===== config.mk =====
export PLATFORM = sky130hd
export DESIGN_NAME = siphash_keyed_hash
export DESIGN_NICKNAME = d
export VERILOG_FILES = /design/src/siphash_pkg.sv /design/src/siphash_dp.sv /design/src/siphash_ctrl.sv /design/src/siphash_keyed_hash.sv
export VERILOG_INCLUDE_DIRS = /design/src /design/src/src
export SDC_FILE = /design/constraint.sdc
export NUM_CORES = 2
export LEC_CHECK = 0
export ABC_AREA = 1
export BUFFER_PORTS_ARGS = -buffer_cell sky130_fd_sc_hd__buf_2
export CAP_MARGIN = 30
export CORE_MARGIN = 2
export CORE_UTILIZATION = 40
export DETAILED_ROUTE_END_ITERATION = 8
export GPL_ROUTABILITY_DRIVEN = 0
export HOLD_SLACK_MARGIN = 0.05
export SYNTH_ARGS = -nofsm -noshare
export SYNTH_HDL_FRONTEND = slang
export SYNTH_SLANG_ARGS = --single-unit

===== constraint.sdc =====
create_clock -name aclk -period 5.75 [get_ports aclk]
set_input_delay 0.2875 -clock aclk [delete_from_list [all_inputs] [get_ports aclk]]
set_output_delay 0.2875 -clock aclk [all_outputs]
set_load 0.03 [all_outputs]

===== src/siphash_keyed_hash_defines.svh =====
// Assertion macros shared by the SipHash block.
`ifndef SIPHASH_KEYED_HASH_DEFINES_SVH
`define SIPHASH_KEYED_HASH_DEFINES_SVH

`ifndef SYNTHESIS

// Checked outside reset.
`define SH_ASSERT(lbl, prop, msg) \
    lbl: assert property (@(posedge aclk) disable iff (!aresetn) prop) else $error(msg);

// Checked at every edge, reset included.
`define SH_ASSERT_ALWAYS(lbl, prop, msg) \
    lbl: assert property (@(posedge aclk) prop) else $error(msg);

`else

`define SH_ASSERT(lbl, prop, msg)
`define SH_ASSERT_ALWAYS(lbl, prop, msg)

`endif

`endif


===== src/siphash_pkg.sv =====
// Types, constants and round function of the SipHash block.
package siphash_pkg;

    localparam int MAX_ROUNDS = 8;
    localparam int CNT_W      = $clog2(MAX_ROUNDS + 1);
    localparam int WORD_W     = 64;
    localparam int TAIL_W     = 3;
    localparam int ROUND_W    = 4;
    localparam int LEN_W      = 8;
    localparam int S_TDATA_W  = 72;
    localparam int M_TDATA_W  = 64;
    localparam int IDX_W      = 2;

    // register indexes
    typedef enum logic [IDX_W-1:0] {
        REG_KEY_LOW         = 2'd0,
        REG_KEY_HIGH        = 2'd1,
        REG_COMPRESS_ROUNDS = 2'd2,
        REG_FINAL_ROUNDS    = 2'd3
    } reg_index_t;

    localparam logic [WORD_W-1:0] IV0 = 64'h736f6d6570736575;
    localparam logic [WORD_W-1:0] IV1 = 64'h646f72616e646f6d;
    localparam logic [WORD_W-1:0] IV2 = 64'h6c7967656e657261;
    localparam logic [WORD_W-1:0] IV3 = 64'h7465646279746573;
    localparam logic [WORD_W-1:0] FINAL_MARK = 64'h00000000000000ff;

    typedef logic [3:0][WORD_W-1:0] lanes_t;

    typedef struct packed {
        logic load;     // take the beat on s_tdata into the lanes
        logic fresh;    // beat starts a new message: lanes from key
        logic last;     // beat is the final, padded word
        logic round;    // run one SipRound this cycle
        logic xor_m;    // fold the word into v0 after the round
        logic xor_ff;   // mark finalization in v2
        logic capture;  // latch the hash into the output register
    } dp_cmd_t;

    typedef struct packed {
        logic [ROUND_W-1:0] compress_rounds;
        logic [ROUND_W-1:0] final_rounds;
    } dp_status_t;

    function automatic logic [WORD_W-1:0] rotl64(logic [WORD_W-1:0] x, int n);
        return (x << n) | (x >> (WORD_W - n));
    endfunction

    function automatic lanes_t sip_round(lanes_t v);
        logic [WORD_W-1:0] a, b, c, d;
        lanes_t r;
        a = v[0]; b = v[1]; c = v[2]; d = v[3];
        a = a + b; c = c + d;
        b = rotl64(b, 13); d = rotl64(d, 16);
        b = b ^ a; d = d ^ c;
        a = rotl64(a, 32);
        c = c + b; a = a + d;
        b = rotl64(b, 17); d = rotl64(d, 21);
        b = b ^ c; d = d ^ a;
        c = rotl64(c, 32);
        r[0] = a; r[1] = b; r[2] = c; r[3] = d;
        return r;
    endfunction

    function automatic logic [CNT_W-1:0] sat_rounds(logic [ROUND_W-1:0] r);
        if (int'(r) > MAX_ROUNDS) begin
            return CNT_W'(MAX_ROUNDS);
        end
        return CNT_W'(r);
    endfunction

endpackage


===== src/siphash_dp.sv =====
// SipHash datapath: config registers, lanes, round unit, output register.
module siphash_dp (
    input  logic                              aclk,
    input  logic                              aresetn,
    input  logic                              cfg_we,
    input  logic [siphash_pkg::IDX_W-1:0]     cfg_index,
    input  logic [siphash_pkg::WORD_W-1:0]    cfg_wdata,
    input  logic [siphash_pkg::S_TDATA_W-1:0] s_tdata,
    input  siphash_pkg::dp_cmd_t              cmd,
    output siphash_pkg::dp_status_t           status,
    output logic [siphash_pkg::M_TDATA_W-1:0] m_tdata
);
    import siphash_pkg::*;

    logic [WORD_W-1:0]  key_low_reg, key_high_reg;
    logic [ROUND_W-1:0] comp_rounds_reg, fin_rounds_reg;
    lanes_t             lanes_reg, lanes_next;
    logic [WORD_W-1:0]  m_reg, m_next;
    logic [LEN_W-1:0]   len_reg, len_next;
    logic [WORD_W-1:0]  hash_reg;

    logic [WORD_W-1:0]  word_in;
    logic [TAIL_W-1:0]  tail_in;
    logic [LEN_W-1:0]   len_base, total;
    logic [WORD_W-1:0]  tail_mask, block;
    lanes_t             base, pre, rnd, post;

    always_ff @(posedge aclk) begin
        if (!aresetn) begin
            key_low_reg     <= '0;
            key_high_reg    <= '0;
            comp_rounds_reg <= ROUND_W'(2);
            fin_rounds_reg  <= ROUND_W'(4);
        end else if (cfg_we) begin
            unique case (reg_index_t'(cfg_index))
                REG_KEY_LOW:         key_low_reg     <= cfg_wdata;
                REG_KEY_HIGH:        key_high_reg    <= cfg_wdata;
                REG_COMPRESS_ROUNDS: comp_rounds_reg <= cfg_wdata[ROUND_W-1:0];
                REG_FINAL_ROUNDS:    fin_rounds_reg  <= cfg_wdata[ROUND_W-1:0];
                default: ;
            endcase
        end
    end

    assign status.compress_rounds = comp_rounds_reg;
    assign status.final_rounds    = fin_rounds_reg;

    assign word_in = s_tdata[WORD_W-1:0];
    assign tail_in = s_tdata[WORD_W +: TAIL_W];

    always_comb begin
        len_base  = cmd.fresh ? '0 : len_reg;
        total     = len_base + LEN_W'(tail_in);
        tail_mask = (WORD_W'(1) << {tail_in, 3'b000}) - WORD_W'(1);
        block     = cmd.last ? ((word_in & tail_mask) | {total, {(WORD_W-LEN_W){1'b0}}})
                             : word_in;

        base[0] = key_low_reg  ^ IV0;
        base[1] = key_high_reg ^ IV1;
        base[2] = key_low_reg  ^ IV2;
        base[3] = key_high_reg ^ IV3;
        if (!cmd.fresh) begin
            base = lanes_reg;
        end

        if (cmd.load) begin
            pre      = base;
            pre[3]   = base[3] ^ block;
            m_next   = block;
            len_next = cmd.last ? '0 : len_base + LEN_W'(8);
        end else begin
            pre      = lanes_reg;
            m_next   = m_reg;
            len_next = len_reg;
        end

        rnd = cmd.round ? sip_round(pre) : pre;

        post = rnd;
        if (cmd.xor_m) begin
            post[0] = rnd[0] ^ m_next;
        end
        if (cmd.xor_ff) begin
            post[2] = rnd[2] ^ FINAL_MARK;
        end
        lanes_next = post;
    end

    always_ff @(posedge aclk) begin
        lanes_reg <= lanes_next;
        m_reg     <= m_next;
        len_reg   <= len_next;
        if (cmd.capture) begin
            hash_reg <= lanes_reg[0] ^ lanes_reg[1] ^ lanes_reg[2] ^ lanes_reg[3];
        end
    end

    assign m_tdata = hash_reg;

endmodule


===== src/siphash_ctrl.sv =====
// SipHash controller: sequences compression and finalization rounds.
`include "siphash_keyed_hash_defines.svh"
module siphash_ctrl (
    input  logic                     aclk,
    input  logic                     aresetn,
    input  logic                     s_tvalid,
    input  logic                     s_tlast,
    output logic                     s_tready,
    output logic                     m_tvalid,
    input  logic                     m_tready,
    input  siphash_pkg::dp_status_t  status,
    output siphash_pkg::dp_cmd_t     cmd
);
    import siphash_pkg::*;

    typedef enum logic [1:0] {
        ST_IDLE,
        ST_COMP,
        ST_FIN,
        ST_OUT
    } state_t;

    state_t           state_reg, state_next;
    logic [CNT_W-1:0] cnt_reg, cnt_next;
    logic             fresh_reg, fresh_next;
    logic             last_reg, last_next;
    logic             m_tvalid_reg, m_tvalid_next;

    logic [CNT_W-1:0] c_rounds, d_rounds;
    logic             accept, out_free;

    assign c_rounds = sat_rounds(status.compress_rounds);
    assign d_rounds = sat_rounds(status.final_rounds);
    assign s_tready = (state_reg == ST_IDLE);
    assign accept   = s_tvalid && s_tready;
    assign out_free = !m_tvalid_reg || m_tready;
    assign m_tvalid = m_tvalid_reg;

    always_comb begin
        state_next    = state_reg;
        cnt_next      = cnt_reg;
        fresh_next    = fresh_reg;
        last_next     = last_reg;
        m_tvalid_next = m_tvalid_reg && !m_tready;
        cmd           = '0;

        unique case (state_reg)
            ST_IDLE: begin
                if (accept) begin
                    // first round runs in the accept cycle
                    cmd.load   = 1'b1;
                    cmd.fresh  = fresh_reg;
                    cmd.last   = s_tlast;
                    cmd.round  = (c_rounds != '0);
                    cmd.xor_m  = (c_rounds <= CNT_W'(1));
                    cmd.xor_ff = s_tlast && (c_rounds <= CNT_W'(1));
                    fresh_next = s_tlast;
                    last_next  = s_tlast;
                    if (c_rounds > CNT_W'(1)) begin
                        cnt_next   = c_rounds - CNT_W'(1);
                        state_next = ST_COMP;
                    end else if (s_tlast) begin
                        cnt_next   = d_rounds;
                        state_next = (d_rounds == '0) ? ST_OUT : ST_FIN;
                    end
                end
            end
            ST_COMP: begin
                cmd.round  = 1'b1;
                cmd.xor_m  = (cnt_reg == CNT_W'(1));
                cmd.xor_ff = last_reg && (cnt_reg == CNT_W'(1));
                cnt_next   = cnt_reg - CNT_W'(1);
                if (cnt_reg == CNT_W'(1)) begin
                    if (last_reg) begin
                        cnt_next   = d_rounds;
                        state_next = (d_rounds == '0) ? ST_OUT : ST_FIN;
                    end else begin
                        state_next = ST_IDLE;
                    end
                end
            end
            ST_FIN: begin
                cmd.round = 1'b1;
                cnt_next  = cnt_reg - CNT_W'(1);
                if (cnt_reg == CNT_W'(1)) begin
                    state_next = ST_OUT;
                end
            end
            ST_OUT: begin
                if (out_free) begin
                    cmd.capture   = 1'b1;
                    m_tvalid_next = 1'b1;
                    state_next    = ST_IDLE;
                end
            end
            default: state_next = ST_IDLE;
        endcase
    end

    always_ff @(posedge aclk) begin
        if (!aresetn) begin
            state_reg    <= ST_IDLE;
            cnt_reg      <= '0;
            fresh_reg    <= 1'b1;
            last_reg     <= 1'b0;
            m_tvalid_reg <= 1'b0;
        end else begin
            state_reg    <= state_next;
            cnt_reg      <= cnt_next;
            fresh_reg    <= fresh_next;
            last_reg     <= last_next;
            m_tvalid_reg <= m_tvalid_next;
        end
    end

    `SH_ASSERT(a_capture_free, cmd.capture |-> (!m_tvalid_reg || m_tready), "hash overwritten")
    `SH_ASSERT(a_fin_cnt, (state_reg == ST_FIN || state_reg == ST_COMP) |-> (cnt_reg != '0), "round count ran out")
    `SH_ASSERT(a_ff_with_m, cmd.xor_ff |-> cmd.xor_m, "finalization mark without last fold")
    `SH_ASSERT(a_fresh_after_out, cmd.capture |=> fresh_reg, "message not closed after hash")
    `SH_ASSERT_ALWAYS(a_reset, !aresetn |=> (state_reg == ST_IDLE && !m_tvalid_reg), "reset not applied")

endmodule


===== src/siphash_keyed_hash.sv =====
// Keyed SipHash top level: controller and datapath.
//
// Input channel s_*: one 64-bit little-endian message word per beat. s_tlast marks
// the final beat, which carries 0 to 7 tail bytes (count in s_tdata[66:64]) and
// is padded with the message length mod 256 in the top byte.
// Output channel m_*: one 64-bit hash per message, after its last beat.
// Config port: cfg_we/cfg_index/cfg_wdata writes key_low, key_high,
// compress_rounds (c) and final_rounds (d); round counts saturate at 8.
// Throughput: one SipRound per cycle on the single round unit; the first round
// runs in the accept cycle, and the other rounds of a word follow it in ST_COMP.
// After the last beat is accepted come the remaining compression rounds, the d
// finalization rounds and the hash capture; s_tready is low while rounds run.
// If the receiver stalls, the hash waits in the output register; the next
// message is absorbed meanwhile, then its hash holds s_tready low until the register frees.
// Reset (aresetn low, synchronous): key zero, c = 2, d = 4, output empty,
// next beat starts a new message.
module siphash_keyed_hash (
    input  logic                              aclk,
    input  logic                              aresetn,
    input  logic                              cfg_we,
    input  logic [siphash_pkg::IDX_W-1:0]     cfg_index,
    input  logic [siphash_pkg::WORD_W-1:0]    cfg_wdata,
    input  logic                              s_tvalid,
    output logic                              s_tready,
    input  logic [siphash_pkg::S_TDATA_W-1:0] s_tdata,   // [63:0] message_word, [66:64] tail_bytes
    input  logic                              s_tlast,
    output logic                              m_tvalid,
    input  logic                              m_tready,
    output logic [siphash_pkg::M_TDATA_W-1:0] m_tdata    // [63:0] hash_value
);
    import siphash_pkg::*;

    dp_cmd_t    cmd;
    dp_status_t status;

    siphash_ctrl u_ctrl (
        .aclk     (aclk),
        .aresetn  (aresetn),
        .s_tvalid (s_tvalid),
        .s_tlast  (s_tlast),
        .s_tready (s_tready),
        .m_tvalid (m_tvalid),
        .m_tready (m_tready),
        .status   (status),
        .cmd      (cmd)
    );

    siphash_dp u_dp (
        .aclk      (aclk),
        .aresetn   (aresetn),
        .cfg_we    (cfg_we),
        .cfg_index (cfg_index),
        .cfg_wdata (cfg_wdata),
        .s_tdata   (s_tdata),
        .cmd       (cmd),
        .status    (status),
        .m_tdata   (m_tdata)
    );

endmodule

==> metrics.md, run 1 <==
| Metric | Value |
|---|---|
| Status | stopped before the end |
| Exit stage | 5_1_grt |
| Error | [ERROR GRT-0232] Routing congestion too high. Check the congestion heatmap in the GUI. |
| Clock buffer depth | 3 |
| Crit. endpoint post-GRT repair | u_dp.lanes_reg[119]$_DFF_P_/D |
| Root buffer cell | clkbuf_16 |
| Clk sinks | approximately 540 |
| Part of the Yosys area used for sequential elements | 0.249 |
| Overall routing resource usage | 0.639 |
| Die span in y | between 300 and 400 µm |
| Synthesis-stage register bit count | about 540 |
| Initial Util | 0.403 |
| Die width | approximately 340 µm |
| Dpl hpwl | between 200000 and 250000 µm |
| PortBufs | 204 |
| Post-Syn Area per Cell | between 6 and 7 µm² |
| Number of synthesis warnings | 0 |
| Worst_ep kind | register data pin |
| Core Rows | between 100 and 150 |
| # H-tree levels | 2 |
| Synth async-reset ratio | 0 |
| Number of flops mapped to enable cells by yosys | just over 70 |
| Synthesized area | ~46000 µm² |
| CTS Buf Count | between 50 and 60 |
| Area of placed instances | 65000 µm² |
| Synthesized instance count | approximately 7200 |
| Largest net degree at the start of global routing | 124 |
| Top Ports | 210 |
| Top_reg_cell synth | dfxtp_1 |
| GRT Residual Overflow | 218 |
| Syn nets | roughly 7600 |
| Unique cell type count in the Yosys netlist | between 60 and 70 |
==> synth_stat cells, types with 8 or more instances <==
| cell | number | area (µm²) |
|---|---|---|
| or2_1 | 24 | 150 |
| buf_1 | 19 | 71.3 |
| nor2_1 | 846 | 3180 |
| xor2_1 | 333 | 2920 |
| edfxtp_1 | 72 | 2160 |
| or2_2 | 47 | 294 |
| buf_2 | 35 | 175 |
| a21boi_1 | 8 | 60.1 |
| inv_1 | 798 | 3000 |
| a211oi_1 | 10 | 75.1 |
| nand2_2 | 19 | 119 |
| nand4_1 | 49 | 307 |
| xor2_2 | 15 | 244 |
| o21a_1 | 22 | 165 |
| o21ai_2 | 23 | 201 |
| a21boi_0 | 10 | 75.1 |
| xnor2_1 | 246 | 2150 |
| ha_1 | 267 | 3340 |
| nand2_1 | 1841 | 6910 |
| o21bai_1 | 40 | 300 |
| inv_2 | 20 | 75.1 |
| o211ai_1 | 36 | 270 |
| nand3b_1 | 18 | 135 |
| buf_6 | 9 | 101 |
| a31oi_1 | 39 | 244 |
| nor4_1 | 16 | 100 |
| nor3_1 | 51 | 255 |
| a221oi_1 | 14 | 123 |
| a21oi_1 | 410 | 2050 |
| a21o_1 | 46 | 345 |
| clkbuf_1 | 110 | 413 |
| dfxtp_1 | 465 | 9310 |
| o21ai_1 | 125 | 626 |
| o21ai_0 | 681 | 3410 |
| nand3_1 | 335 | 1680 |
==> timing repair <==
action                                 in CTS
setup endpoints to repair                 202
endpoints found under the hold margin     164
hold buffers                               96
resized for setup                         986
pin swaps                                 180
cloned                                      6
setup buffers                              94
==> kinds of logic after synthesis <==
logic type | share of synthesized area
fa+ha+maj | 0.0746
simple gates | 0.292
compound gates | 0.179
buf+inv | 0.0843
xor+xnor | 0.122
flops | 0.249
mux | 0.000434
==> routing by layer <==
| layer | overflow | global-route usage |
|---|---|---|
| met1 | 1 | 0.673 |
| met2 | 129 | 0.779 |
| met3 | 3 | 0.509 |
| met4 | 85 | 0.538 |
| met5 | 0 | 0.286 |
==> metrics by stage <==
step	setup TNS, ns	worst slack, ns	instances	hold WS, ns	utilization
3_5_place_dp	-187.25	-2.00	10900	0.436	0.568
3_3_place_gp	-190.33	-2.01	10900	0.436	0.568
2_1_floorplan	0	0.0102	7204	0.414	-
4_1_cts	-25.01	-0.286	11200	0.0508	0.639
==> run 2: changes to the inputs <==
--- a/config.mk
+++ b/config.mk
@@ -10,10 +10,10 @@
 export BUFFER_PORTS_ARGS = -buffer_cell sky130_fd_sc_hd__buf_2
 export CAP_MARGIN = 30
 export CORE_MARGIN = 2
-export CORE_UTILIZATION = 40
+export CORE_UTILIZATION = 25
 export DETAILED_ROUTE_END_ITERATION = 8
 export GPL_ROUTABILITY_DRIVEN = 0
-export HOLD_SLACK_MARGIN = 0.05
+export PLACE_DENSITY_LB_ADDON = 0.15
 export SYNTH_ARGS = -nofsm -noshare
 export SYNTH_HDL_FRONTEND = slang
 export SYNTH_SLANG_ARGS = --single-unit
==> constraint.sdc (replaced) <==
create_clock -name aclk -period 7.5 [get_ports aclk]
set_input_delay 0.375 -clock aclk [delete_from_list [all_inputs] [get_ports aclk]]
set_output_delay 0.375 -clock aclk [all_outputs]
set_load 0.03 [all_outputs]
==> metrics.md, run 2 <==
| Metric | Value |
|---|---|
| Dpl hpwl | 280000 µm |
| Req. time, crit path | just over 8 ns |
| Max Cap Violations | 0 |
| Setup WS pre-CTS | -0.242 ns |
| Part of the cycle the worst path needs | 0.984 |
| PortBufs | just over 200 |
| R2r endpoint | u_dp.lanes_reg[123]$_DFF_P_ |
| CTS Buf Count | 66 |
| Synthesized area | about 46000 µm² |
| CP max FO | 46 |
| Number of flops mapped to enable cells by yosys | between 70 and 80 |
| Initial Util | 0.252 |
| First-pass GRT wire length | 429000 µm |
| Die span in y | about 430 µm |
| Largest net degree at the start of global routing | roughly 130 |
| TritonCTS clock tree | done |
| Status | complete, no violations |
| Endpoints failing setup | 0 |
| Skew final | 0.0411 ns |
| Critical Path End | u_dp.lanes_reg[123]$_DFF_P_ |
| Critical path buffers and inverters | 12 |
| CP startpoint | u_ctrl.state_reg[0]$_SDFFE_PN0P_ |
| Root buffer cell | clkbuf_16 |
| Syn nets | between 7000 and 8000 |
| Commonest non-fill, non-tap cell in the layout | nand2_1 |
| CP peak stage delay | a little under 0.4 ns |
| Vias per std cell | around 5 |
| Crit end category | register |
| Startpoint types | register |
| HP Class | in -> reg |
| DRC errors left | 0 |
| Number of synthesis warnings | 0 |
| Most frequent cell after synthesis | nand2_1 |
| DRT iter0 DRCs | around 7600 |
| RSZ-0062 raised after global routing | true |
| GRT Residual Overflow | 0 |
| Die width | 434 µm |
| Crit. path cell count | 36 |
| Final hold violations | 0 |
| Most frequent cells in the layout | 1820 x nand2_1, 1644 x buf_4, 835 x nor2_1 |
| Top Ports | 210 |
| Reg-to-reg slack, setup | between 0.1 and 0.15 ns |
| Vias | 59000 |
| Core area | about 180000 µm² |
| CP delay by family, top | compound AO/OA/AOI/OAI gates |
| # H-tree levels | 3 |
| Clock buffer depth | 3 |
| Synth top area share | 0.202 |
| Top_reg_cell synth | dfxtp_1 |
| Most Frequent Cell on Critical Path | buf_4 |
| Part of the Yosys area used for sequential elements | 0.249 |
| Slew HR | 0.374 |
| Vias in the first global route | 54900 |
| Setup ws final | ~0.12 ns |
| Overall routing resource usage | 0.333 |
| DIE AREA | about 190000 µm² |
| Synth async-reset ratio | 0 |
| Unique cell type count in the Yosys netlist | between 60 and 70 |
| Post-route minimum period | 7.38 ns |
| Synth area leader | dfxtp_1 |
| Critical path type | reg -> reg |
| Nets@finish | around 9500 |
| Max FFs per register | approximately 260 |
| # fillers | 20100 |
| Top cells by area in the synthesized netlist | dfxtp_1 20%, nand2_1 15%, o21ai_0 7.4% |
| Final WL | 323000 µm |
| Measured slew at the worst slew-check pin | slightly above 0.9 ns |
| Clk sinks | roughly 540 |
| Clock insertion delay at the later pin of the skew report | around 0.70 ns |
| FF-to-FF path depth | 36 |
| Core Rows | 157 |
| Fmax | 136 MHz |
| Synthesis-stage register bit count | 537 |
| Clock transition at path regs | 0.06 ns |
| Synthesized instance count | 7204 |
| R2R Path Start | u_ctrl.state_reg[0]$_SDFFE_PN0P_ |
| CP max stage cell | ha_1 |
| Post-Syn Area per Cell | roughly 6.4 µm² |
| Max-slew violations | 0 |
| Share of cells above drive strength 1 | 0.254 |
| Drt first pass iters | 8 |
| ANT nets after route | 0 |
| Crit path DAT | between 7 and 8 ns |
| List of most frequent post-synthesis cells | 1841 x nand2_1, 846 x nor2_1, 798 x inv_1, 681 x o21ai_0, 465 x dfxtp_1 |
| Syn-to-layout area delta | 44.4% |
| Routed WL per cell | between 20 and 30 µm |
| Initial antenna violation count | 33 |
-- run 2: cell counts after synthesis --
Identical to the previous run, type by type.
-- run 2: final cells by class --
class | count | area, µm² | share of cell area
multi-input cells | 5667 | 31400 | 0.472
repair buffers | 1979 | 15300 | 0.230
flip-flops and latches | 537 | 11500 | 0.172
inverters | 820 | 3100 | 0.0466
well taps | 2464 | 3080 | 0.0463
clock buffers | 94 | 1850 | 0.0277
clock inverters | 26 | 250 | 0.00376
diodes | 28 | 70.1 | 0.00105
-- run 2: cells by family (layout without fill, tap and decap cells) --
| family | after synthesis | after routing | share of synthesized area |
|---|---|---|---|
| xor gates and xnor gates | 609 | 609 | 0.122 |
| other | 0 | 28 | 0 |
| buffers and inverters | 1000 | 2919 | 0.0843 |
| muxes | 2 | 2 | 0.000434 |
| DFF | 537 | 537 | 0.249 |
| AOI/OAI and AO/OA | 1497 | 1497 | 0.179 |
| and+or+nand+nor | 3287 | 3287 | 0.292 |
| adders and majority gates | 272 | 272 | 0.0746 |
-- run 2: metal layers --
metal / track usage / wire length [µm]
met1: 0.425 / 131000
met4: 0.246 / 29100
met5: 0 / 325
met3: 0.0929 / 35600
met2: 0.473 / 127000
-- run 2: tightest hold or removal path: cells and delay by family --
kind	cells	cell delay (ns)
AND/OR/NAND/NOR	2	0.16
buffers and inverters	1	0.17
-- run 2: worst min path at each step --
stage / startpoint / to / slack (ns) / depth (start not counted)
6_report: cfg_wdata[10] / u_dp.key_low_reg[10]$_SDFFE_PN0P_ / 0.05 / 3
3_3_place_gp: u_dp.m_reg[24]$_DFF_P_ / u_dp.m_reg[24]$_DFF_P_ / 0.44 / 2
2_1_floorplan: u_dp.m_reg[61]$_DFF_P_ / u_dp.m_reg[61]$_DFF_P_ / 0.42 / 2
3_5_place_dp: u_dp.m_reg[61]$_DFF_P_ / u_dp.m_reg[61]$_DFF_P_ / 0.44 / 2
5_1_grt: s_tdata[15] / u_dp.m_reg[15]$_DFF_P_ / 0.04 / 3
4_1_cts: cfg_wdata[10] / u_dp.key_low_reg[10]$_SDFFE_PN0P_ / 0.00003 / 3
-- run 2: repair_timing --
action	CTS	global route
endpoints found under the hold margin	121	0
gates cloned	0	1
resized for setup	8	172
hold buffers	62	0
endpoints found under the setup margin	14	142
buffers inserted	0	6
pin swaps	0	5
-- run 2: stage by stage --
step / cell area, µm² / utilization / TNS, ns / hold slack (ns) / cells
after global placement: 63100 / 0.344 / -0.627 / 0.438 / 11400
after global routing: 66600 / 0.363 / -0.119 / 0.0431 / 11600
after detailed placement: 63200 / 0.345 / -0.827 / 0.441 / 11400
final: 66600 / 0.363 / 0 / 0.0520 / 11600
after floorplan: 46100 / - / 0 / 0.422 / 7204
after CTS: 65900 / 0.360 / 0 / 0.0000307 / 11600
Power of run 2 is left out: the tool's default activity adds up to more than one toggle a clock period on the data nets, which glitch-free logic cannot reach.
